$ cat config.mk
export PLATFORM = sky130hd
export DESIGN_NAME = rti_fifo
export DESIGN_NICKNAME = d
export VERILOG_FILES = /design/src/sv/rti_fifo.sv
export SDC_FILE = /design/constraint.sdc
export NUM_CORES = 1
export LEC_CHECK = 0
export ABC_AREA = 1
export BUFFER_PORTS_ARGS = -buffer_cell sky130_fd_sc_hd__buf_2
export CORE_ASPECT_RATIO = 0.7
export CORE_MARGIN = 2
export CORE_UTILIZATION = 54
export CTS_BUF_LIST = sky130_fd_sc_hd__clkbuf_8 sky130_fd_sc_hd__clkbuf_16
export CTS_CLUSTER_DIAMETER = 200
export DETAILED_ROUTE_END_ITERATION = 8
export GPL_TIMING_DRIVEN = 1
export HOLD_SLACK_MARGIN = 0.02
export PLACE_DENSITY = 0.75
export SYNTH_ARGS = -nofsm -noshare
export SYNTH_HDL_FRONTEND = slang
export SYNTH_SLANG_ARGS = --single-unit
export TNS_END_PERCENT = 10
$ cat constraint.sdc
create_clock -name clk_i -period 1.5 [get_ports clk_i]
set_input_delay 0.225 -clock clk_i [delete_from_list [all_inputs] [get_ports clk_i]]
set_output_delay 0.225 -clock clk_i [all_outputs]
set_load 0.005 [all_outputs]
$ cat src/sv/rti_fifo.sv
// Small register queue between the geometry front end and the divide back end.
module rti_fifo #(
  parameter int WIDTH = 8,
  parameter int DEPTH = 4
) (
  input  logic             clk_i,
  input  logic             rst_ni,
  input  logic             push_i,
  input  logic [WIDTH-1:0] data_i,
  output logic             full_o,
  input  logic             pop_i,
  output logic [WIDTH-1:0] data_o,
  output logic             empty_o
);
  localparam int AW = $clog2(DEPTH);

  logic [WIDTH-1:0] mem_q [DEPTH];
  logic [AW-1:0]    wr_ptr_q, rd_ptr_q;
  logic [AW:0]      count_q;

  assign full_o  = (count_q == (AW+1)'(DEPTH));
  assign empty_o = (count_q == '0);
  assign data_o  = mem_q[rd_ptr_q];

  always_ff @(posedge clk_i) begin
    if (push_i) begin
      mem_q[wr_ptr_q] <= data_i;
    end
  end

  always_ff @(posedge clk_i or negedge rst_ni) begin
    if (!rst_ni) begin
      wr_ptr_q <= '0;
      rd_ptr_q <= '0;
      count_q  <= '0;
    end else begin
      if (push_i) wr_ptr_q <= wr_ptr_q + 1'b1;
      if (pop_i)  rd_ptr_q <= rd_ptr_q + 1'b1;
      if (push_i && !pop_i) begin
        count_q <= count_q + 1'b1;
      end else if (!push_i && pop_i) begin
        count_q <= count_q - 1'b1;
      end
    end
  end

`ifndef NO_ASSERTIONS
  a_no_overflow: assert property (@(posedge clk_i) disable iff (!rst_ni)
    push_i |-> !full_o) else $error("word pushed into full queue");
  a_no_underflow: assert property (@(posedge clk_i) disable iff (!rst_ni)
    pop_i |-> !empty_o) else $error("word popped from empty queue");
  a_count_track: assert property (@(posedge clk_i) disable iff (!rst_ni)
    (push_i && !pop_i) |=> count_q == $past(count_q) + 1'b1)
    else $error("queue count lost a push");
`endif
endmodule

# Yosys cells after proc, flatten, opt, wreduce, memory -nomap -nowiden
# Memories as Yosys holds them, arrays and structs flattened.
# Index checks and enable logic that the tools add are counted.
# totals
ff_bits	7
latch_bits	0
ramBits	32
romBits	0
inputBits	12
out_inout_bits	10
n_memories	1
# memory_table
name	words	width	rd	rd_ports_with_merged_regs	wr	line	source
mem_q	4	8	1	0	1	17	logic [WIDTH-1:0] mem_q [DEPTH];
# op_classes
addsub	4
n_mul	0
div_mod_pow	0
order_cmp	0
eq_ne	1
shifts	0
n_mux	4
bitwise	0
n_reduce_logical	6
# ops
cell	n
3-bit two-way mux	2
2-bit by 1-bit adder with 2-bit output, second input constant	2
3-bit by 1-bit adder with 3-bit output, second input constant	1
3-bit equality test, second input constant	1
3-bit zero test	1
3-bit by 1-bit subtractor with 3-bit output, second input constant	1
1-bit logical AND	2
1-bit zero test	2
1-bit two-way mux	2
2-bit nonzero test	1

# Longest topological paths before layout
# Gate-level depths: netlist of run 1.
# logic_depth
depth_word	4
ltp_mapped	9
mapped_depth_nobuf	9

# Worst setup path after synthesis of run 1
# No wires, ideal clock.
# synth_path
kind	register to register
start	register count_q[0]
end	register count_q[2]
arrival_time_ns	1.075
required_time_ns	1.383
setup_slack_ns	0.308
stages_incl_launch_ff	6
n_path_buf	0
cell_sequence	dfrtp_1 fa_1 nand2_1 nand3_1 nand2_1 nand2_1
# synth_via
elab_chain_cells	3
elab_cells_between_ends	4
classes_between	add/sub: 2; mux: 2
# synth_lines
element	line	source
start, declared	19	logic [AW:0] count_q;
start signal, assigned	40	count_q <= count_q + 1'b1;
start signal, assigned	42	count_q <= count_q - 1'b1;
3-bit by 1-bit subtractor with 3-bit output	42	
3-bit two-way mux	41	end else if (!push_i && pop_i) begin
3-bit two-way mux (*)	39	if (push_i && !pop_i) begin
# Mark *: on every way between the ends. The rest lies on a longest branch, timed or not. The select of a mux whose other input is x is not followed.
# A chain may end at the register's enable or synchronous reset.

# Worst setup path after layout of run 1
# layout_path
start	register rd_ptr_q[0]
end	output data_o[2]
# layout_via
elab_chain_cells	1
# layout_lines
element	line	source
start, declared	18	logic [AW-1:0] wr_ptr_q, rd_ptr_q;
start signal, assigned	38	if (pop_i) rd_ptr_q <= rd_ptr_q + 1'b1;
memory read 4 x 8 bit	-	
end, declared	12	output logic [WIDTH-1:0] data_o,
# No other way between the ends.

==> summary.md, run 1 <==
| Metric | Value |
|---|---|
| Worst Min Path Start | `pop_i` |
| Die width | `71.2 um` |
| H-tree depth | `2` |
| CP max-delay cell | `dfrtp_1` |
| Buf/Inv on CP | `2` |
| Most frequent cell after synthesis | `nand2_1` |
| Fillers | `232` |
| Max VDD drop | `0.000792 V` |
| Final net count | `186` |
| Routed WL | `2820 um` |
| First-pass GRT wire length | `4520 um` |
| Post-synthesis mux area share | `0` |
| Largest area contributor in the netlist | `edfxtp_1` |
| Proportion of layout cells with a drive suffix above 1 | `0.207` |
| Worst Hold End | `rd_ptr_q[0]` |
| Crit end category | `primary output` |
| Syn nets | `159` |
| Period minus WS final | `1.48 ns` |
| Max Slew Vio Count | `0` |
| Clock Sinks | `39` |
| Max Fclk | `0.676 GHz` |
| Max-cap violations | `0` |
| Post-synth top area share | `0.563` |
| GRT overflow | `0` |
| IO Count | `22` |
| Most frequent cells after synthesis | `nand2_1 (37), edfxtp_1 (32), inv_1 (27), o211ai_1 (15), dfrtp_1 (7)` |
| Final Util | `0.637` |
| Port bufs | `21` |
| Adder-cell share of the synthesized area | `0.0484` |
| Worst min path class | `input port to register` |
| Finished Layout Cells | `207` |
| Pwr Density | `1870 nW/um^2` |
| Vias in the first global route | `960` |
| Async SR Flop Fraction | `0.179` |
| Final Skew | `0.00721 ns` |
| Largest family of logic cells by synthesized area | `buffers and inverters` |
| Reg2reg start | `wr_ptr_q[0]` |
| Clk buf depth | `2` |
| Setup TNS | `0 ns` |
| CP Class | `register to primary output` |
| Drt wl/cell | `13.6 um` |
| CTS buffer count | `5` |
| Initial Utilization | `0.553` |
| Initial antenna violation count | `0` |
| RSZ-0062 raised after global routing | `yes` |
| Synthesized flop and latch total | `39` |
| Crit path cell chain | `buf_6 > o211ai_1 > nand2_1 > buf_2` |
| Pin count of the biggest net entering global routing | `19` |
| Detailed Routing Iterations Pass 1 | `4` |
| DP Area | `1830 um^2` |
| # placed instances | `198` |
| Max_slew headroom | `0.747` |
| N_diodes | `0` |
| TritonCTS clock tree | `done` |
| Die Ht | `51.0 um` |
| Mapped Area | `1710 um^2` |
| Cell family with the largest share of critical-path delay | `flip-flops` |
| Root buf cell | `clkbuf_8` |
| CP required | `1.27 ns` |
| RR Endpoint | `mem_q[0][0]` |
| YS warnings | `0` |
| R2r setup slk | `0.15 ns` |
| Sequential fraction of the synthesis area | `0.666` |
| Hpwl dp | `1910 um` |
| Top_reg_cell synth | `edfxtp_1` |
| Leakage | `0.886 nW` |
| Synth Area in XOR/XNOR | `0.0205` |
| Routed Antenna Nets | `0` |
| Synth Area in Simple Gates | `0.0938` |
| Crit-path max FO | `16` |
| Status | `completed` |
| Die area | `3630 um^2` |
| Post-route cell area | `1960 um^2` |
| Setup Viol. Count Final | `0` |
| Reg clk slew, reported paths | `0.07 ns` |
| Total power after layout | `3.68 mW` |
| Top cells by area, synth | `edfxtp_1 (56%), dfrtp_1 (10%), nand2_1 (8.1%)` |
| DRC Markers | `0` |
| Drt initial violations | `53` |
| Area grow syn2layout | `15.1%` |
| Arrival @ worst endpoint | `1.25 ns` |
| Via count | `1048` |
| Part of the cycle the worst path needs | `0.986` |
| Startpoint types | `register` |
| Gr usage total | `0.177` |
| Synthesized area per cell | `12.1 um^2` |
| Final hold violation count | `0` |
| Slew at the pin closest to its max-slew limit | `0.380 ns` |
| Synthesized instance count | `141` |
| Clk_lat worst skew | `0.29 ns` |
| # rows | `17` |
| DR vias/cell | `5.06` |
| Crit path largest cell delay | `0.40 ns` |
| Distinct cells, synth | `18` |
| Synth Area in Compound Gates | `0.0762` |
| Worst hold path cell count | `2` |
| RePlAce Congestion | `0.829` |
| Post-synth EDFFs | `32` |
| Worst reg2reg path depth | `4` |
| Core Area | `3080 um^2` |
stage by stage:
step / worst slack [ns] / hold WS (ns)
floorplan: 0.308 / -0.0706
global placement: 0.158 / 0.0654
detailed placement: 0.0599 / 0.0675
CTS: 0.00534 / 0.134
global route: -0.0387 / 0.137
finish: 0.0212 / 0.135
sequential cells by signal, summed over array words and instances (netlist names):
register and count:
count_q 3, mem_q 32, rd_ptr_q 2, wr_ptr_q 2
layout make-up:
cell class / count / area (um^2) / share of cell area
clock inverter: 3 / 38.8 / 0.0197
inverter: 28 / 108 / 0.0548
timing repair buffer: 26 / 156 / 0.0796
multi-input combinational: 68 / 408 / 0.208
sequential: 39 / 1140 / 0.579
clock buffer: 5 / 68.8 / 0.0350
tap: 38 / 47.5 / 0.0242
where the power goes:
part / total [mW] / switching (mW) / internal (mW)
combinational: 1.22 / 0.693 / 0.524
clock: 0.844 / 0.357 / 0.487
sequential: 1.62 / 0.166 / 1.45
total: 3.68 / 1.22 / 2.46
worst max-delay path by stage:
stage	slack, ns	depth (start not counted)	to	start
after floorplan	0.31	5	count_q[2]	count_q[0]
after global placement	0.16	8	count_q[2]	push_i
after detailed placement	0.06	8	count_q[2]	push_i
after CTS	0.005	4	data_o[7]	rd_ptr_q[0]
after global routing	-0.04	4	data_o[7]	rd_ptr_q[0]
final	0.02	4	data_o[2]	rd_ptr_q[0]
metal layers:
| layer | share of wire | GRT usage | vias to the layer above |
|---|---|---|---|
| met5 | 0 | 0 | - |
| met2 | 0.46 | 0.278 | 33 |
| li1 | - | - | 519 |
| met4 | 0.020 | 0.0849 | 0 |
| met3 | 0.056 | 0.0671 | 8 |
| met1 | 0.46 | 0.218 | 488 |
cell usage in the layout, fill, tap and decap left out, types with 2 or more instances in the layout:
cell	synthesis	final
nand2_1	37	37
o211ai_1	15	15
buf_6	4	3
ha_1	5	5
inv_1	27	27
nor3_1	2	2
buf_2	1	21
edfxtp_1	32	32
dfrtp_1	7	6
xor2_1	3	3
clkbuf_8	0	5
worst register-to-register path, delay by kind of cell (launching register included):
kind	cells	cell delay (ns)
adder cells (fa/ha/maj)	1	0.14
buffers and inverters	2	0.39
flip-flops	1	0.42
AND/OR/NAND/NOR	1	0.05
kinds of logic (layout without fill, tap and decap cells):
logic type | count (synthesis) | after routing
xor gates and xnor gates | 4 | 4
AOI/OAI and AO/OA | 17 | 17
buffers and inverters | 34 | 62
and+or+nand+nor | 41 | 41
adders and majority gates | 6 | 6
DFF | 39 | 39
timing repair:
| action | 4_1_cts | 5_1_grt |
|---|---|---|
| setup endpoints to repair | 1 | 8 |
| pin swaps | 1 | 8 |
| cloned | 0 | 0 |
| hold endpoints to repair | 7 | 0 |
| buffers inserted | 0 | 0 |
| hold buffers | 1 | 0 |
| resized for setup | 1 | 3 |
No activity file was read; power rests on OpenSTA's default activity.
==> run 2: changes to the inputs <==
- PLACE_DENSITY: 0.75 -> 0.72
==> run 2 against run 1 <==
Net effect:
- utilization shrank 1.1 points
- worst setup slack gained 0.0098 ns
- worst hold slack gained 0.013 ns
- fmax grew 0.67%
- wire length shrank 3.6%
- sequential power is essentially flat
- register-to-register slack is essentially flat
- first-iteration DRC count grew 49%
- global-route usage grew 0.37 points
- clock-buffer cell count is the same
- flip-flop and latch count is the same
- largest cell class unchanged
- highest routed layer unchanged
==> summary.md, run 2 (synthesized netlist as in run 1, its figures left out) <==
| Metric | Value |
|---|---|
| Setup Viol. Count Final | `0 (unchanged)` |
| Port bufs | `21 (unchanged)` |
| Fillers | `251 (+8.2%)` |
| Clk buf depth | `2 (unchanged)` |
| NetSw | `1.17 mW (-3.6%)` |
| Crit end category | `primary output` |
| Buf/Inv on CP | `2 (unchanged)` |
| Switching Fraction | `0.340 (+0.00986)` |
| R2r setup slk | `0.16 ns (about the same)` |
| RePlAce Congestion | `0.702 (-15%)` |
| Max Fclk | `0.681 GHz (+0.67%)` |
| Period minus WS final | `1.47 ns (-0.00980 ns)` |
| Crit path largest cell delay | `0.41 ns (about the same)` |
| DR vias/cell | `4.91 (-3.1%)` |
| Final net count | `186 (unchanged)` |
| Crit path cell chain | `buf_6 > o211ai_1 > nand2_1 > buf_2` |
| Drt wl/cell | `13.1 um (-3.6%)` |
| Drt initial violations | `79 (+49%)` |
| P_int | `2.27 mW (-7.7%)` |
| Slew at the pin closest to its max-slew limit | `0.381 ns (+0.00142 ns)` |
| Hpwl dp | `1920 um (+0.77%)` |
| CP max-delay cell | `dfrtp_1` |
| Finished Layout Cells | `207 (unchanged)` |
| Startpoint types | `register` |
| Detailed Routing Iterations Pass 1 | `4 (unchanged)` |
| Arrival @ worst endpoint | `1.24 ns (about the same)` |
| Final Skew | `0.00383 ns (-0.00338 ns)` |
| Routed WL | `2720 um (-3.6%)` |
| Die area | `3630 um^2 (unchanged)` |
| TritonCTS clock tree | `done` |
| CP required | `1.27 ns (about the same)` |
| Proportion of layout cells with a drive suffix above 1 | `0.189 (-0.0178)` |
| Logic pwr share | `0.346 (+0.015)` |
| # placed instances | `198 (unchanged)` |
| GRT overflow | `0 (unchanged)` |
| Root buf cell | `clkbuf_8` |
| Reg clk slew, reported paths | `0.07 ns (about the same)` |
| First-pass GRT wire length | `4640 um (+2.7%)` |
| Pwr Density | `1780 nW/um^2 (-4.8%)` |
| Worst hold margin | `0.148 ns (+0.0126 ns)` |
| Clock Power Share | `0.187 (-0.042)` |
| Part of the cycle the worst path needs | `0.979 (-0.00654)` |
| Reg power frac | `0.468 (+0.028)` |
| Register with the most flip-flops | `mem_q` |
| Leakage | `0.882 nW (-0.44%)` |
| Most frequent cells in the layout | `nand2_1 (37), edfxtp_1 (32), inv_1 (30), buf_2 (21), o211ai_1 (15)` |
| N_diodes | `0 (unchanged)` |
| Commonest non-fill, non-tap cell in the layout | `nand2_1` |
| Post-route cell area | `1930 um^2 (-1.7%)` |
| RSZ-0062 raised after global routing | `yes` |
| Max VDD drop | `0.00101 V (+27%)` |
| Max-cap violations | `0 (unchanged)` |
| Status | `completed` |
| Core Area | `3080 um^2 (unchanged)` |
| PnR worst setup slack | `0.0310 ns (+0.00980 ns)` |
| IO Count | `22 (unchanged)` |
| Cell family with the largest share of critical-path delay | `flip-flops` |
| Pre-CTS setup slack | `0.0869 ns (+0.0269 ns)` |
| Largest register FFs | `32 (unchanged)` |
| Pin count of the biggest net entering global routing | `19 (unchanged)` |
| Total power after layout | `3.45 mW (-6.4%)` |
| Routed Antenna Nets | `0 (unchanged)` |
| Worst min path class | `input port to register` |
| H-tree depth | `2 (unchanged)` |
| Clk_lat worst skew | `0.29 ns (about the same)` |
| DRC Markers | `0 (unchanged)` |
| Gr usage total | `0.181 (+0.00365)` |
| Biggest regs | `mem_q (32), count_q (3)` |
| Final Util | `0.626 (-0.0105)` |
| Initial Utilization | `0.553 (unchanged)` |
| Setup TNS | `0 ns (unchanged)` |
| DP Area | `1830 um^2 (unchanged)` |
| Vias in the first global route | `990 (+3.1%)` |
| # rows | `17 (unchanged)` |
| Final hold violation count | `0 (unchanged)` |
| Max Slew Vio Count | `0 (unchanged)` |
| Clock Sinks | `39 (unchanged)` |
| Die width | `71.2 um (unchanged)` |
| Max_slew headroom | `0.746 (-0.000948)` |
| Via count | `1016 (-3.1%)` |
| Area grow syn2layout | `13.2%` |
| CP Class | `register to primary output` |
| Die Ht | `51.0 um (unchanged)` |
| Crit-path max FO | `18 (+2)` |
| CTS buffer count | `5 (unchanged)` |
| Initial antenna violation count | `0 (unchanged)` |
run 2: cell types whose count changed in the layout (fill, tap and decap cells not counted), sizes merged:
cell,before,now
inv,28,31
clkinv,2,0
bufinv,1,0
run 2: final timing paths:
path / startpoint / endpoint / cells past startpoint
max in group asynchronous: rst_ni / count_q[1] / 2
worst max-delay path: rd_ptr_q[0] / data_o[6] / 4
worst min register to register: count_q[2] / count_q[2] / 2
min in group asynchronous: rst_ni / wr_ptr_q[1] / 2
worst min-delay path: data_i[1] / mem_q[2][1] / 1
worst max register to register: wr_ptr_q[0] / mem_q[0][3] / 4
run 2: cell type report:
type | count | area [um^2] | area share
Clock buffer | 5 | 68.8 | 0.0356
Clock inverter | 3 | 11.3 | 0.00583
Timing Repair Buffer | 26 | 153 | 0.0790
Multi-Input combinational cell | 68 | 408 | 0.211
Inverter | 28 | 108 | 0.0557
Sequential cell | 39 | 1140 | 0.588
Tap cell | 38 | 47.5 | 0.0246
run 2: repair_timing:
action	CTS	global route
hold buffers	1	0
setup buffers	0	0
resized for setup	0	2
endpoints found under the setup margin	2	8
pin swaps	0	3
endpoints found under the hold margin	7	0
run 2: power by group through the flow:
stage	combinational [mW]	sequential [mW]	clock, mW
final	1.19	1.61	0.643
after global routing	1.38	1.64	0.711
after CTS	1.20	1.61	0.663
after detailed placement	1.20	1.63	0
after global placement	1.14	1.62	0
after floorplan	0.897	1.57	0
run 2: metal layers:
metal	track usage	part of all wire	vias to the layer above
met1	0.238	0.48	480
met3	0.0552	0.036	5
li1	-	-	517
met2	0.270	0.47	14
met4	0.0975	0.013	0
met5	0	0	-
